**src/sv/pld_pkg.sv**
```systemverilog
`timescale 1ns / 1ps
// ----------------------------------------------------------------------------
// pld_pkg: shared types and constants for the packet loss and delay emulator
// Holds the loss mode codes, register indexes, field widths and the structs
// that carry configuration and decision state between modules.
// ----------------------------------------------------------------------------
package pld_pkg;

  // Random fractions are unsigned fixed point with this many fraction bits.
  localparam int FRACTION_BITS = 16;

  localparam int DRAW_W  = 16;  // loss_draw, delay_draw
  localparam int RATE_W  = 17;  // drop_rate, loss_after_loss
  localparam int CHAIN_W = 16;  // chain_length, chain position
  localparam int BOUND_W = 16;  // delay_min, delay_max
  localparam int DELAY_W = 17;  // delay_ms result
  localparam int CFG_IDX_W  = 3;
  localparam int CFG_DATA_W = 17;

  typedef enum logic [1:0] {
    LOSS_NONE    = 2'd0,
    LOSS_INDEP   = 2'd1,
    LOSS_MARKOV  = 2'd2,
    LOSS_CHAINED = 2'd3
  } loss_mode_t;

  // Register indexes on the configuration port.
  localparam logic [CFG_IDX_W-1:0] REG_LOSS_MODE       = 3'd0;
  localparam logic [CFG_IDX_W-1:0] REG_DROP_RATE       = 3'd1;
  localparam logic [CFG_IDX_W-1:0] REG_LOSS_AFTER_LOSS = 3'd2;
  localparam logic [CFG_IDX_W-1:0] REG_CHAIN_LENGTH    = 3'd3;
  localparam logic [CFG_IDX_W-1:0] REG_DELAY_MODE      = 3'd4;
  localparam logic [CFG_IDX_W-1:0] REG_DELAY_MIN       = 3'd5;
  localparam logic [CFG_IDX_W-1:0] REG_DELAY_MAX       = 3'd6;

  typedef struct packed {
    loss_mode_t           loss_mode;
    logic [RATE_W-1:0]    drop_rate;
    logic [RATE_W-1:0]    loss_after_loss;
    logic [CHAIN_W-1:0]   chain_length;
    logic                 delay_mode;
    logic [BOUND_W-1:0]   delay_min;
    logic [BOUND_W-1:0]   delay_max;
  } cfg_t;

  typedef struct packed {
    logic                 previous_lost;
    logic [CHAIN_W-1:0]   chain_position;
    logic                 chain_decision;
  } loss_state_t;

endpackage

```
**src/sv/packet_loss_delay_emulator.sv**
```systemverilog
`timescale 1ns / 1ps
// ----------------------------------------------------------------------------
// packet_loss_delay_emulator: per-packet loss decision and uniform delay
// For each request of two random fractions the block returns one result:
// a lost flag and a delay in milliseconds, following one of four loss
// models (none, independent, two-state Markov or chained).
// ----------------------------------------------------------------------------
//
//  Channel | Direction | Handshake          | Payload
//  --------+-----------+--------------------+---------------------------------
//  in_     | slave     | in_tvalid/tready   | tdata: loss_draw, delay_draw
//  out_    | master    | out_tvalid/tready  | tdata: delay_ms; tuser: lost
//  cfg_    | slave     | cfg_valid/ready    | cfg_index, cfg_data
//
// One request is accepted every cycle when the result side keeps up. A
// request is held in the input register and then moves to the result
// register, from which its result is offered. The rate is set by the
// single decision stage between them, which holds one 17 x 16 multiply
// for the delay scaling and the
// compares for the loss.
// Reset (rst_n low, synchronous) clears the pipeline, the loss state and
// every configuration register, except chain_length, which returns to one.
// A stalled result side holds both registers; in_tready then drops, and
// rises again in the same cycle that out_tready frees the result slot.
// Configuration writes are always taken and should be made while idle.
// ----------------------------------------------------------------------------
module packet_loss_delay_emulator (
  input  logic        clk,
  input  logic        rst_n,
  // Input requests.
  input  logic        in_tvalid,
  output logic        in_tready,
  input  logic [31:0] in_tdata,    // [15:0] loss_draw, [31:16] delay_draw
  // Results.
  output logic        out_tvalid,
  input  logic        out_tready,
  output logic [23:0] out_tdata,   // [16:0] delay_ms, [23:17] zero
  output logic [0:0]  out_tuser,   // [0] lost
  // Configuration writes.
  input  logic                            cfg_valid,
  output logic                            cfg_ready,
  input  logic [pld_pkg::CFG_IDX_W-1:0]   cfg_index,
  input  logic [pld_pkg::CFG_DATA_W-1:0]  cfg_data
);

  // Configuration registers.
  pld_pkg::cfg_t cfg_r;

  // Loss state carried from packet to packet.
  pld_pkg::loss_state_t state_r;
  pld_pkg::loss_state_t state_nxt;

  // Input register.
  logic                         in_valid_r;
  logic [pld_pkg::DRAW_W-1:0]   loss_draw_r;
  logic [pld_pkg::DRAW_W-1:0]   delay_draw_r;

  // Result register.
  logic                         out_valid_r;
  logic                         out_lost_r;
  logic [pld_pkg::DELAY_W-1:0]  out_delay_r;

  // Decision outputs.
  logic                         lost;
  logic [pld_pkg::DELAY_W-1:0]  delay_ms;
  logic [pld_pkg::BOUND_W-1:0]  delay_lo;
  logic [pld_pkg::BOUND_W-1:0]  delay_hi;

  logic in_accept;
  logic res_load;

  // The result slot is free when empty or being drained this cycle; the
  // input register moves forward exactly when the result slot can take it.
  assign res_load  = in_valid_r && (!out_valid_r || out_tready);
  assign in_tready = !in_valid_r || res_load;
  assign in_accept = in_tvalid && in_tready;

  assign cfg_ready = 1'b1;

  always_ff @(posedge clk) begin
    if (!rst_n) begin
      cfg_r.loss_mode       <= pld_pkg::LOSS_NONE;
      cfg_r.drop_rate       <= '0;
      cfg_r.loss_after_loss <= '0;
      cfg_r.chain_length    <= pld_pkg::CHAIN_W'(1);
      cfg_r.delay_mode      <= 1'b0;
      cfg_r.delay_min       <= '0;
      cfg_r.delay_max       <= '0;
    end else if (cfg_valid && cfg_ready) begin
      unique case (cfg_index)
        pld_pkg::REG_LOSS_MODE:
          cfg_r.loss_mode <= pld_pkg::loss_mode_t'(cfg_data[1:0]);
        pld_pkg::REG_DROP_RATE:
          cfg_r.drop_rate <= cfg_data[pld_pkg::RATE_W-1:0];
        pld_pkg::REG_LOSS_AFTER_LOSS:
          cfg_r.loss_after_loss <= cfg_data[pld_pkg::RATE_W-1:0];
        pld_pkg::REG_CHAIN_LENGTH:
          cfg_r.chain_length <= cfg_data[pld_pkg::CHAIN_W-1:0];
        pld_pkg::REG_DELAY_MODE:
          cfg_r.delay_mode <= cfg_data[0];
        pld_pkg::REG_DELAY_MIN:
          cfg_r.delay_min <= cfg_data[pld_pkg::BOUND_W-1:0];
        pld_pkg::REG_DELAY_MAX:
          cfg_r.delay_max <= cfg_data[pld_pkg::BOUND_W-1:0];
        default: begin
          // Unknown indexes are ignored.
        end
      endcase
    end
  end

  // Input register: valid is control, the draws are payload.
  always_ff @(posedge clk) begin
    if (!rst_n) begin
      in_valid_r <= 1'b0;
    end else if (in_tready) begin
      in_valid_r <= in_tvalid;
    end
  end

  always_ff @(posedge clk) begin
    if (in_accept) begin
      loss_draw_r  <= in_tdata[15:0];
      delay_draw_r <= in_tdata[31:16];
    end
  end

  pld_decide u_decide (
    .cfg        (cfg_r),
    .state      (state_r),
    .loss_draw  (loss_draw_r),
    .delay_draw (delay_draw_r),
    .lost       (lost),
    .delay_ms   (delay_ms),
    .delay_lo   (delay_lo),
    .delay_hi   (delay_hi),
    .state_nxt  (state_nxt)
  );

  // Loss state advances once per packet, when its decision is committed.
  always_ff @(posedge clk) begin
    if (!rst_n) begin
      state_r <= '0;
    end else if (res_load) begin
      state_r <= state_nxt;
    end
  end

  always_ff @(posedge clk) begin
    if (!rst_n) begin
      out_valid_r <= 1'b0;
    end else if (res_load) begin
      out_valid_r <= 1'b1;
    end else if (out_tready) begin
      out_valid_r <= 1'b0;
    end
  end

  always_ff @(posedge clk) begin
    if (res_load) begin
      out_lost_r  <= lost;
      out_delay_r <= delay_ms;
    end
  end

  assign out_tvalid = out_valid_r;
  assign out_tdata  = {{(24-pld_pkg::DELAY_W){1'b0}}, out_delay_r};
  assign out_tuser  = out_lost_r;

  // With loss disabled no packet is ever dropped.
  a_none_never_lost: assert property (@(posedge clk) disable iff (!rst_n)
    (res_load && (cfg_r.loss_mode == pld_pkg::LOSS_NONE)) |=> !out_lost_r)
    else $error("packet dropped with loss mode none");

  // Chain state only moves in chained mode.
  a_chain_held: assert property (@(posedge clk) disable iff (!rst_n)
    (res_load && (cfg_r.loss_mode != pld_pkg::LOSS_CHAINED)) |=>
      ($stable(state_r.chain_position) && $stable(state_r.chain_decision)))
    else $error("chain state changed outside chained mode");

  // A uniform delay stays inside the (ordered) bounds.
  a_delay_in_range: assert property (@(posedge clk) disable iff (!rst_n)
    (res_load && cfg_r.delay_mode) |=>
      ((out_delay_r >= {1'b0, $past(delay_lo)}) &&
       (out_delay_r <= {1'b0, $past(delay_hi)})))
    else $error("delay outside configured bounds");

  // Delay disabled means a zero delay.
  a_delay_off_zero: assert property (@(posedge clk) disable iff (!rst_n)
    (res_load && !cfg_r.delay_mode) |=> (out_delay_r == '0))
    else $error("nonzero delay with delay mode off");

  // Back pressure only comes from a full pipeline with a stalled result side.
  a_ready_low_full: assert property (@(posedge clk) disable iff (!rst_n)
    !in_tready |-> (in_valid_r && out_valid_r && !out_tready))
    else $error("input stalled without a full pipeline");

endmodule

```
**src/sv/pld_decide.sv**
```systemverilog
`timescale 1ns / 1ps
// ----------------------------------------------------------------------------
// pld_decide: loss decision and delay computation for one packet
// Combinational stage: picks the loss threshold from the mode and state,
// compares it with the draw, and scales the delay draw into the delay range.
// ----------------------------------------------------------------------------
module pld_decide (
  input  pld_pkg::cfg_t                     cfg,
  input  pld_pkg::loss_state_t              state,
  input  logic [pld_pkg::DRAW_W-1:0]        loss_draw,
  input  logic [pld_pkg::DRAW_W-1:0]        delay_draw,
  output logic                              lost,
  output logic [pld_pkg::DELAY_W-1:0]       delay_ms,
  output logic [pld_pkg::BOUND_W-1:0]       delay_lo,
  output logic [pld_pkg::BOUND_W-1:0]       delay_hi,
  output pld_pkg::loss_state_t              state_nxt
);

  localparam int SPAN_W = pld_pkg::BOUND_W + 1;
  localparam int PROD_W = SPAN_W + pld_pkg::DRAW_W;

  logic [pld_pkg::RATE_W-1:0]  draw_ext;
  logic [pld_pkg::RATE_W-1:0]  markov_thr;
  logic [pld_pkg::CHAIN_W-1:0] chain_len;
  logic [pld_pkg::CHAIN_W:0]   chain_next;
  logic                        below_rate;
  logic                        below_markov;
  logic [SPAN_W-1:0]           span;
  logic [PROD_W-1:0]           product;
  logic [pld_pkg::DELAY_W-1:0] scaled;

  assign draw_ext     = {{(pld_pkg::RATE_W-pld_pkg::DRAW_W){1'b0}}, loss_draw};
  assign markov_thr   = state.previous_lost ? cfg.loss_after_loss : cfg.drop_rate;
  assign below_rate   = draw_ext < cfg.drop_rate;
  assign below_markov = draw_ext < markov_thr;

  // A zero chain length behaves like a length of one.
  assign chain_len  = (cfg.chain_length == '0) ? pld_pkg::CHAIN_W'(1) : cfg.chain_length;
  assign chain_next = {1'b0, state.chain_position} + (pld_pkg::CHAIN_W+1)'(1);

  always_comb begin
    state_nxt = state;
    lost      = 1'b0;
    unique case (cfg.loss_mode)
      pld_pkg::LOSS_NONE: begin
        lost = 1'b0;
      end
      pld_pkg::LOSS_INDEP: begin
        lost = below_rate;
      end
      pld_pkg::LOSS_MARKOV: begin
        lost                    = below_markov;
        state_nxt.previous_lost = below_markov;
      end
      pld_pkg::LOSS_CHAINED: begin
        if (state.chain_position == '0) begin
          state_nxt.chain_decision = below_rate;
        end
        lost = (state.chain_position == '0) ? below_rate : state.chain_decision;
        // Wrap also covers a chain length that shrank below the position.
        state_nxt.chain_position = (chain_next >= {1'b0, chain_len}) ? '0 :
                                   chain_next[pld_pkg::CHAIN_W-1:0];
      end
      default: begin
        lost = 1'b0;
      end
    endcase
  end

  // Reversed bounds are swapped so the smaller one is the minimum.
  assign delay_lo = (cfg.delay_min > cfg.delay_max) ? cfg.delay_max : cfg.delay_min;
  assign delay_hi = (cfg.delay_min > cfg.delay_max) ? cfg.delay_min : cfg.delay_max;

  assign span    = {1'b0, delay_hi} + SPAN_W'(1) - {1'b0, delay_lo};
  assign product = PROD_W'(span) * PROD_W'(delay_draw);
  assign scaled  = product[pld_pkg::FRACTION_BITS +: pld_pkg::DELAY_W];

  assign delay_ms = cfg.delay_mode ?
                    ({{(pld_pkg::DELAY_W-pld_pkg::BOUND_W){1'b0}}, delay_lo} + scaled) :
                    '0;

endmodule

```
**config.mk**
```make
export PLATFORM = sky130hd
export DESIGN_NAME = packet_loss_delay_emulator
export DESIGN_NICKNAME = d
export VERILOG_FILES = /design/src/sv/pld_pkg.sv /design/src/sv/packet_loss_delay_emulator.sv /design/src/sv/pld_decide.sv
export SDC_FILE = /design/constraint.sdc
export NUM_CORES = 1
export LEC_CHECK = 0
export ABC_AREA = 0
export BUFFER_PORTS_ARGS = -buffer_cell sky130_fd_sc_hd__buf_2
export CAP_MARGIN = 20
export CORE_UTILIZATION = 55
export DETAILED_ROUTE_END_ITERATION = 7
export HOLD_SLACK_MARGIN = 0.06
export PLACE_DENSITY = 0.72
export SETUP_SLACK_MARGIN = 0.3
export SYNTH_ARGS = -nofsm -noshare
export SYNTH_HDL_FRONTEND = slang
export SYNTH_HIERARCHICAL = 1
export SYNTH_SLANG_ARGS = --single-unit
```
**constraint.sdc**
```tcl
create_clock -name clk -period 35.1 [get_ports clk]
set_clock_uncertainty 0.05 [all_clocks]
set_input_delay 3.51 -clock clk [delete_from_list [all_inputs] [get_ports clk]]
set_output_delay 3.51 -clock clk [all_outputs]
set_load 0.1 [all_outputs]
```
; After elaboration in Yosys (flattened, before gate mapping)
; Cells that the tools add are included.
[word_totals]
elab_cells = 63
inputBits = 57
register_bits = 155
out_inout_bits = 28
[classes]
multipliers = 1
reduce_logical = 20
n_addsub = 4
n_mux = 9
eq_ne = 9
order_cmp = 4
[op_table]
columns = op, count
row1 = $mux W16, 4
row2 = $add A16 B1 Y17 const B, 2
row3 = $lt A16 B17 Y1, 2
row4 = $mul A17 B16 Y33, 1
row5 = $logic_not A16 Y1, 2
row6 = $reduce_and A2 Y1, 9
row7 = $add A16 B17 Y17, 1
row8 = $ge A17 B16 Y1, 1
row9 = $mux W17, 1
row10 = $sub A17 B16 Y17, 1
row11 = $gt A16 B16 Y1, 1
row12 = $eq A3 B3 Y1 const B, 3
row13 = $eq A3 B2 Y1 const B, 2
row14 = $eq A2 B2 Y1 const B, 2
row15 = $pmux W1 S4, 1
row16 = $eq A3 B1 Y1 const B, 1
row17 = $logic_not A3 Y1, 1
row18 = $mux W1, 3
row19 = $eq A2 B1 Y1 const B, 1
row20 = $logic_and A1 B1 Y1, 2
row21 = $logic_not A1 Y1, 2
row22 = $logic_not A2 Y1, 1
row23 = $logic_or A1 B1 Y1, 2
row24 = $reduce_bool A2 Y1, 1

; Longest topological paths before layout
; Gate-level depths: netlist of run 1.
[logic_depth]
depth_word = 6
ltp_mapped = 48
mapped_depth_nobuf = 44

; Cells and area by module
; Netlist of run 1, hierarchy kept.
[by_module_without_submodules]
columns = module, seq_area_each_um2, area_per_inst_um2, cells_each, n_inst
row1 = pld_decide, 0.0, 13740.7, 1753, 1
row2 = packet_loss_delay_emulator, 3603.5, 5228.8, 457, 1

; Worst setup path after synthesis of run 1
; OpenSTA, ideal clock, no wires.
[synth_path]
path_kind = register -> register
start = register cfg_r[1] in the netlist's numbering
end = register out_delay_r[16] in the netlist's numbering, data pin
setup_time_ns = 0.255
stages_incl_launch_ff = 46
synth_period_minus_slack_ns = 11.018
required_time_ns = 34.795
slack_ns = 24.082
path_buffers = 3
t_arrival_ns = 10.713
path_cell_list = dfxtp_1 inv_1 ha_1 nor2b_1 o211ai_1 a2111o_1 a31o_1 buf_2 buf_2 nand3_1 o21ai_0 ha_1 fa_1 a21o_1 a21o_1 a41oi_2 o21ai_1 a311o_1 [... 10 more ...] fa_1 inv_1 ha_1 a21oi_1 o21ai_0 a211oi_1 a21oi_1 a22o_1 a31oi_1 xnor2_1 ha_1 and3_1 a221o_1 a21o_1 a221oi_2 xnor2_1 xnor2_1 and2_1
[synth_via]
elab_chain_len = 6
word_cells_on_any_way = 7
cone_classes = add/sub: 3 / mul: 1 / order compare: 1 / mux: 2
[synth_lines]
columns = element, line_no
row1 = start: declaration, packet_loss_delay_emulator.sv:47  ; pld_pkg::cfg_t cfg_r;
row2 = $gt A16 B16 Y1, "pld_decide.sv:71, pld_decide.sv:72"
row3 = $mux W16, pld_decide.sv:72  ; assign delay_hi = (cfg.delay_min > cfg.delay_max) ? cfg.delay_min : cfg.delay_max;
row4 = $add A16 B1 Y17, pld_decide.sv:74  ; assign span = {1'b0, delay_hi} + SPAN_W'(1) - {1'b0, delay_lo};
row5 = $sub A17 B16 Y17, pld_decide.sv:74
row6 = $mul A17 B16 Y33, pld_decide.sv:75  ; assign product = PROD_W'(span) * PROD_W'(delay_draw);
row7 = $add A16 B17 Y17 (*), pld_decide.sv:79  ; ({{(pld_pkg::DELAY_W-pld_pkg::BOUND_W){1'b0}}, delay_lo} + scaled) :
row8 = end signal: assignment, packet_loss_delay_emulator.sv:162  ; out_delay_r <= delay_ms;
row9 = end: declaration, packet_loss_delay_emulator.sv:61  ; logic [pld_pkg::DELAY_W-1:0] out_delay_r;
; Mark *: on every way between the ends. The rest lies on a longest branch, timed or not.
; A chain may end at the register's enable or synchronous reset.

; Final worst setup path of run 1
[layout_path]
start = register cfg_r[16] in the netlist's numbering
end = register out_delay_r[16] in the netlist's numbering, data pin
; The elaborated chain is that of the path after synthesis.

==> reports/qor.yml, run 1 <==
cp.required_ns: 35.25
fmax_mhz: 80.6
cpPeakStageDelay_ns: 0.71
viasPerCell: 5.75
die-area_um2: 35000
period_share: 0.353
grt_usage: 0.272
drc_errors: 0
crit_buf_inv: 5
worstSetupStartpointType: "flop"
n_antenna_cell: 0
end_kind: "flop"
io_buffers: 76
clock_sinks: 155
drive_gt1_frac: 0.0743
cts.repair.resized: 0
setup_violations: 0
rsz0062_at_grt: "no"
syn2layout_area_growth_pct: 6.32
slowest_stage: "xnor2_2"
wirelength_um: 45900
cts_hold_buffers: 0
final_antenna_net_count: 0
status: "completed"
syn_area_per_cell_um2: 8.66
syn_inst: 2177
start_util: 0.561
worstMarginPinSlew_ns: 1.09
cap_violations: 0
cts-root-buf: "clkbuf_16"
coreArea_um2: 33600
place_congestion: 0.895
mappedNetlistArea_um2: 18800
insertion_delay_ns: 0.45
cpLargestDelayFamily: "adder cells"
grt.overflow.total: 0
rows: 67
synth_warnings: 6
final_nets: 2631
worst_ep_arrival_time_ns: 12.55
cts_buffer_depth: 2
antenna_found_initial: 1
dp_hpwl_um: 34800
cp_common_cell: "fa_1"
vias: 15100
die_h_um: 187
tritoncts: "built"
grt_pass1_wl_um: 76300
final_hold_viol_count: 0
numCtsBuffers: 17
grt_pass1_vias: 15100
dr.pass1.iters: 5
hold_class: "reg -> reg"
routedWlPerCell_um: 17.5
clk_pin_slew_worst_paths_ns: 0.07
drtIter0Drc: 1008
ios: 85
postCtsSetupRepairBufs: 0
grt_max_degree: 82
fin_tns_setup_ns: 0
period_needed_ns: 12.40
crit_type: "reg -> reg"
cp_max_fo: 34
htreeDepth: 4
slew_headroom: 0.273
slew_viol_final: 0
die_w_um: 187
per-layer routing:
layer / wire length [µm] / GRT usage / up-vias
met4: 1110 / 0.0851 / 2
met2: 22300 / 0.464 / 463
li1: - / - / 7200
met5: 12 / 0 / -
met3: 2560 / 0.0450 / 83
met1: 19900 / 0.352 / 7363
registers in the layout (all words and copies together), names as in the netlist:
name          flops
out_delay_r      17
cfg_r            85
out_tvalid        1
out_tuser         1
state_r          18
loss_draw_r      16
in_valid_r        1
delay_draw_r     16
worst paths after layout:
path	startpoint	to	cells past startpoint	slack, ns
worst min register to register	cfg_r[59]$_SDFFE_PN0P_	cfg_r[59]$_SDFFE_PN0P_	2	0.43
worst max-delay path	cfg_r[16]$_SDFFE_PN0P_	out_delay_r[16]$_DFFE_PP_	41	22.70
worst max register to register	cfg_r[16]$_SDFFE_PN0P_	out_delay_r[16]$_DFFE_PP_	41	22.70
worst min-delay path	cfg_r[59]$_SDFFE_PN0P_	cfg_r[59]$_SDFFE_PN0P_	2	0.43
through the flow:
stage          worst slack, ns  utilization  hold slack [ns]  area, µm²  instances
6_report                 22.70        0.596            0.432      20000       2627
5_1_grt                  21.99        0.596            0.452      20000       2627
2_1_floorplan            24.09            -            0.381      18900       2183
3_5_place_dp             22.78        0.577            0.416      19400       2592
3_3_place_gp             23.09        0.577            0.401      19400       2592
4_1_cts                  22.72        0.595            0.433      20000       2624
cell usage in the layout, fill, tap and decap left out, types with 35 or more instances in the layout:
master and n:
nor2_1 41, o21ai_0 153, nand2_1 290, mux2i_1 35, buf_2 75, inv_1 296
nand3_1 143, fa_1 209, a21oi_1 61, and2_1 116, edfxtp_1 50, ha_1 199
dfxtp_1 105
final cells by class:
type	count	area, µm²
multi-input cells	1601	13600
fillers	2920	13600
flip-flops and latches	155	3600
inverters	297	1110
well taps	448	561
repair buffers	94	533
clock buffers	20	489
clock inverters	12	114
worst reg2reg max path: cells and delay by family, from the launching register on:
| kind | cells | cell delay (ns) |
|---|---|---|
| compound gates | 16 | 4.02 |
| xor+xnor | 4 | 1.11 |
| fa+ha+maj | 10 | 4.77 |
| buf+inv | 5 | 0.62 |
| flops | 1 | 0.35 |
| simple gates | 6 | 1.27 |
Power of run 1 is left out: the tool's default activity adds up to more than one toggle a clock period on the data nets, which glitch-free logic cannot reach.
==> run 2: changes to the inputs <==
--- a/config.mk
+++ b/config.mk
@@ -11,7 +11,7 @@
 export CORE_UTILIZATION = 55
 export DETAILED_ROUTE_END_ITERATION = 7
 export HOLD_SLACK_MARGIN = 0.06
-export PLACE_DENSITY = 0.72
+export PLACE_DENSITY = 0.75
 export SETUP_SLACK_MARGIN = 0.3
 export SYNTH_ARGS = -nofsm -noshare
 export SYNTH_HDL_FRONTEND = slang
==> constraint.sdc (replaced) <==
create_clock -name clk -period 11.4 [get_ports clk]
set_clock_uncertainty 0.05 [all_clocks]
set_input_delay 1.14 -clock clk [delete_from_list [all_inputs] [get_ports clk]]
set_output_delay 1.14 -clock clk [all_outputs]
set_load 0.1 [all_outputs]
==> run 2 against run 1 <==
Effect of this change:
- register-to-register slack worse by 22 ns
- count of clock-buffer cells in the layout shrank 2
- non-clock buffer count grew 48
- first-iteration DRC count up 2.3%
- routed wire length increased by 1.7%
- final area grew 3.8%
- global-route usage barely moved
- critical endpoint unchanged
- highest routed layer is now met4
==> reports/qor.yml, run 2 (synthesis results as in run 1) <==
grt_pass1_wl_um: 76500
cp.required_ns: 11.57
top_register: "cfg_r"
cpPeakStageDelay_ns: 0.55
coreArea_um2: 33600
cts-root-buf: "clkbuf_16"
ios: 85
slew_viol_final: 0
die_w_um: 187
syn2layout_area_growth_pct: 10.4
drc_errors: 0
antenna_found_initial: 0
end_kind: "flop"
largestRegisters: "cfg_r (85), state_r (18), out_delay_r (17)"
cp_common_cell: "fa_1"
place_congestion: 0.940
final_antenna_net_count: 0
grt_usage: 0.272
routedWlPerCell_um: 17.4
cts_hold_buffers: 0
n_fill_cell: 2810
tritoncts: "built"
placed_cell_area_um2: 19500
n_antenna_cell: 0
cap_violations: 0
status: "completed"
place_ws_ns: -0.0712
timing.rr.start: "cfg_r[13]$_SDFFE_PN0P_"
worstHoldEndpoint: "cfg_r[59]$_SDFFE_PN0P_"
r2r_slack_ns: 0.56
setup_violations: 0
rows: 67
final_hold_viol_count: 0
dr.pass1.iters: 5
fin_tns_setup_ns: 0
place_inst: 2614
wirelength_um: 46600
period_needed_ns: 10.84
insertion_delay_ns: 0.48
fmax_mhz: 92.2
r2r_end: "out_delay_r[16]$_DFFE_PP_"
htreeDepth: 4
slew_headroom: 0.328
hold_class: "reg -> reg"
cts_buffer_depth: 2
dp_hpwl_um: 35100
final_common_cell: "inv_1"
final_nets: 2679
die_h_um: 187
period_share: 0.951
grt_max_degree: 107
grt.overflow.total: 0
worstSetupStartpointType: "flop"
slowest_stage: "fa_1"
worst_ep_arrival_time_ns: 11.01
grt_pass1_vias: 15500
viasPerCell: 5.75
final_cell_mix: "inv_1, nand2_1, fa_1, ha_1, o21ai_0"
holdPathStages: 2
clock_sinks: 155
ff2ff_path_depth: 43
clk_pin_slew_worst_paths_ns: 0.08
vias: 15400
io_buffers: 76
postLayoutCellArea_um2: 20800
final_cells: 2675
start_util: 0.561
worstMarginPinSlew_ns: 1.01
worstHoldStart: "cfg_r[59]$_SDFFE_PN0P_"
largest_reg_flops: 85
drtIter0Drc: 1031
numCtsBuffers: 17
drive_gt1_frac: 0.116
cp_max_fo: 6
crit_type: "reg -> reg"
fin_ws_ns: 0.558
die-area_um2: 35000
rsz0062_at_grt: "yes"
-- run 2: repair_timing --
| action | CTS | global route |
|---|---|---|
| setup endpoints to repair | 7 | 11 |
| buffers inserted | 1 | 26 |
| pin swaps | 4 | 43 |
| resized for setup | 19 | 68 |
-- run 2: layer usage --
layer	wire [µm]	vias to the layer above	GRT usage
met1	19800	7478	0.347
met4	1540	0	0.116
met5	0	-	0
met2	22800	502	0.458
met3	2450	104	0.0426
li1	-	7298	-
-- run 2: critical path, delay by kind of cell (launching register included) --
family	cells	cell delay, ns
XOR/XNOR	4	0.54
buffers and inverters	6	0.58
AND/OR/NAND/NOR	5	0.73
flip-flops	1	0.34
AO/OA/AOI/OAI	17	3.78
adder cells (fa/ha/maj)	11	4.58
-- run 2: layout make-up --
type / count / area, µm² / share of cell area
multi-input combinational: 1601 / 13900 / 0.670
sequential: 155 / 3610 / 0.174
inverter: 297 / 1110 / 0.0536
timing repair buffer: 142 / 988 / 0.0475
tap: 448 / 561 / 0.0269
clock buffer: 18 / 450 / 0.0217
clock inverter: 14 / 149 / 0.00716
-- run 2: worst max path at each step --
stage | from | endpoint | slack, ns | depth (start not counted)
floorplan | cfg_r[1]$_SDFFE_PN0P_ | out_delay_r[16]$_DFFE_PP_ | 0.39 | 45
global placement | cfg_r[1]$_SDFFE_PN0P_ | out_delay_r[16]$_DFFE_PP_ | 0.17 | 45
detailed placement | cfg_r[13]$_SDFFE_PN0P_ | out_delay_r[16]$_DFFE_PP_ | -0.07 | 44
CTS | cfg_r[1]$_SDFFE_PN0P_ | out_delay_r[16]$_DFFE_PP_ | 0.26 | 44
global route | cfg_r[10]$_SDFFE_PN0P_ | out_delay_r[16]$_DFFE_PP_ | 0.16 | 44
finish | cfg_r[13]$_SDFFE_PN0P_ | out_delay_r[16]$_DFFE_PP_ | 0.56 | 43
-- run 2: metrics by stage --
stage,hold slack (ns),util
after floorplan,0.381,-
after global placement,0.399,0.579
after detailed placement,0.414,0.581
after CTS,0.430,0.602
after global routing,0.455,0.619
final,0.426,0.619
Power of run 2 is left out for the same reason.
==> run 3: changes to the inputs <==
--- a/config.mk
+++ b/config.mk
@@ -12,6 +12,7 @@
 export DETAILED_ROUTE_END_ITERATION = 7
 export HOLD_SLACK_MARGIN = 0.06
 export PLACE_DENSITY = 0.75
+export REMOVE_ABC_BUFFERS = 1
 export SETUP_SLACK_MARGIN = 0.3
 export SYNTH_ARGS = -nofsm -noshare
 export SYNTH_HDL_FRONTEND = slang
==> run 3 against run 2 <==
Effect of this change:
- first-iteration DRC count down 0.68%
- highest routed layer unchanged
- via count up 0.50%
- final area up 0.29%
- critical endpoint unchanged
==> reports/qor.yml, run 3 (synthesis results as in run 1) <==
clock_sinks: 155
r2r_slack_ns: 0.58
largest_reg_flops: 85
ff2ff_path_depth: 41
use_met3: 0.0349
grt_pass1_vias: 15500
largestRegisters: "cfg_r (85), state_r (18), out_delay_r (17)"
worstSetupStartpointType: "flop"
crit_type: "reg -> reg"
die_h_um: 187
gr-usage-met1: 0.354
vias: 15500
cts-root-buf: "clkbuf_16"
rows: 67
place_congestion: 0.900
grt_pass1_wl_um: 77300
drtIter0Drc: 1024
final_antenna_net_count: 0
start_util: 0.561
grt.overflow.total: 0
period_needed_ns: 10.82
clk_pin_slew_worst_paths_ns: 0.06
die-area_um2: 35000
numCtsBuffers: 17
period_share: 0.949
syn2layout_area_growth_pct: 10.7
drc_errors: 0
setup_violations: 0
dr.pass1.iters: 6
dp_hpwl_um: 35700
worst_ep_arrival_time_ns: 10.98
met2_usage: 0.472
slew_headroom: 0.329
r2r_end: "out_delay_r[16]$_DFFE_PP_"
holdPathStages: 2
postLayoutCellArea_um2: 20900
routedWlPerCell_um: 17.4
die_w_um: 187
cp_max_fo: 5
drive_gt1_frac: 0.122
grt_max_degree: 90
setup.worst_path.start: "cfg_r[13]$_SDFFE_PN0P_"
final_hold_viol_count: 0
io_buffers: 76
cap_violations: 0
placed_cell_area_um2: 19600
slowest_stage: "fa_1"
ios: 85
grt-busiest-layer: "met2"
rsz0062_at_grt: "yes"
final_cell_mix: "inv_1, nand2_1, fa_1, ha_1, o21ai_0"
slew_viol_final: 0
hold_class: "reg -> reg"
final_common_cell: "inv_1"
htreeDepth: 4
antenna_found_initial: 0
cp_common_cell: "fa_1"
place_inst: 2619
coreArea_um2: 33600
insertion_delay_ns: 0.47
final_cells: 2675
status: "completed"
cts_buffer_depth: 2
n_antenna_cell: 0
wirelength_um: 46600
cpPeakStageDelay_ns: 0.57
critPathCapture: "out_delay_r[16]$_DFFE_PP_"
viasPerCell: 5.78
final_nets: 2679
worstMarginPinSlew_ns: 1.01
holdWs_ns: 0.426
grt_usage: 0.274
tritoncts: "built"
top_register: "cfg_r"
fmax_mhz: 92.4
cp.required_ns: 11.56
end_kind: "flop"
timing.rr.start: "cfg_r[13]$_SDFFE_PN0P_"
[run 3: cell types whose count changed in the layout (fill, tap and decap cells not counted), moves of 2 or more]
cell,delta
ha_4,+9
ha_1,-8
a21oi_2,+3
buf_4,+3
inv_6,+3
inv_8,-3
a21oi_4,-2
a31oi_2,+2
buf_8,-2
clkinv_8,-2
inv_1,-2
inv_2,+2
o21ai_0,-2
o21ai_2,+2
[run 3: area by class of cell]
| cell class | count | area, µm² |
|---|---|---|
| flip-flops and latches | 155 | 3610 |
| inverters | 297 | 1110 |
| fillers | 2848 | 12800 |
| clock buffers | 17 | 425 |
| multi-input cells | 1601 | 14000 |
| clock inverters | 15 | 154 |
| well taps | 448 | 561 |
| repair buffers | 142 | 961 |
[run 3: worst min-delay path by stage]
stage	end	start
finish	state_r[0]$_SDFFE_PN0P_	state_r[0]$_SDFFE_PN0P_
global route	state_r[0]$_SDFFE_PN0P_	state_r[0]$_SDFFE_PN0P_
CTS	cfg_r[62]$_SDFFE_PN0P_	cfg_r[62]$_SDFFE_PN0P_
detailed placement	cfg_r[50]$_SDFFE_PN0P_	cfg_r[50]$_SDFFE_PN0P_
global placement	cfg_r[65]$_SDFFE_PN0P_	cfg_r[65]$_SDFFE_PN0P_
floorplan	cfg_r[65]$_SDFFE_PN0P_	cfg_r[65]$_SDFFE_PN0P_
[run 3: metrics by stage]
stage | setup slack (ns) | TNS (ns) | util
detailed placement | -0.193 | -0.193 | 0.582
floorplan | 0.0589 | 0 | -
global placement | 0.178 | 0 | 0.581
CTS | 0.284 | 0 | 0.602
finish | 0.582 | 0 | 0.621
global route | 0.203 | 0 | 0.621
[run 3: repair_timing]
| item | 4_1_cts | 5_1_grt |
|---|---|---|
| pin swaps | 13 | 29 |
| gates cloned | 0 | 0 |
| setup endpoints to repair | 7 | 11 |
| resized for setup | 15 | 85 |
| buffers inserted | 4 | 18 |
| hold buffers | 0 | 0 |
| endpoints found under the hold margin | 0 | 0 |
[run 3: critical path: cells and delay by family, from the launching register on]
family / cells / cell delay [ns]
adders and majority gates: 11 / 4.70
AOI/OAI and AO/OA: 15 / 3.61
and+or+nand+nor: 7 / 0.90
xor gates and xnor gates: 4 / 0.69
DFF: 1 / 0.37
buffers and inverters: 4 / 0.25
[run 3: layer usage]
layer,vias to the layer above,routed length (µm)
li1,7293,-
met1,7602,19900
met2,490,23300
met3,74,2300
met4,0,1120
met5,-,0
Power of run 3 is left out for the same reason.
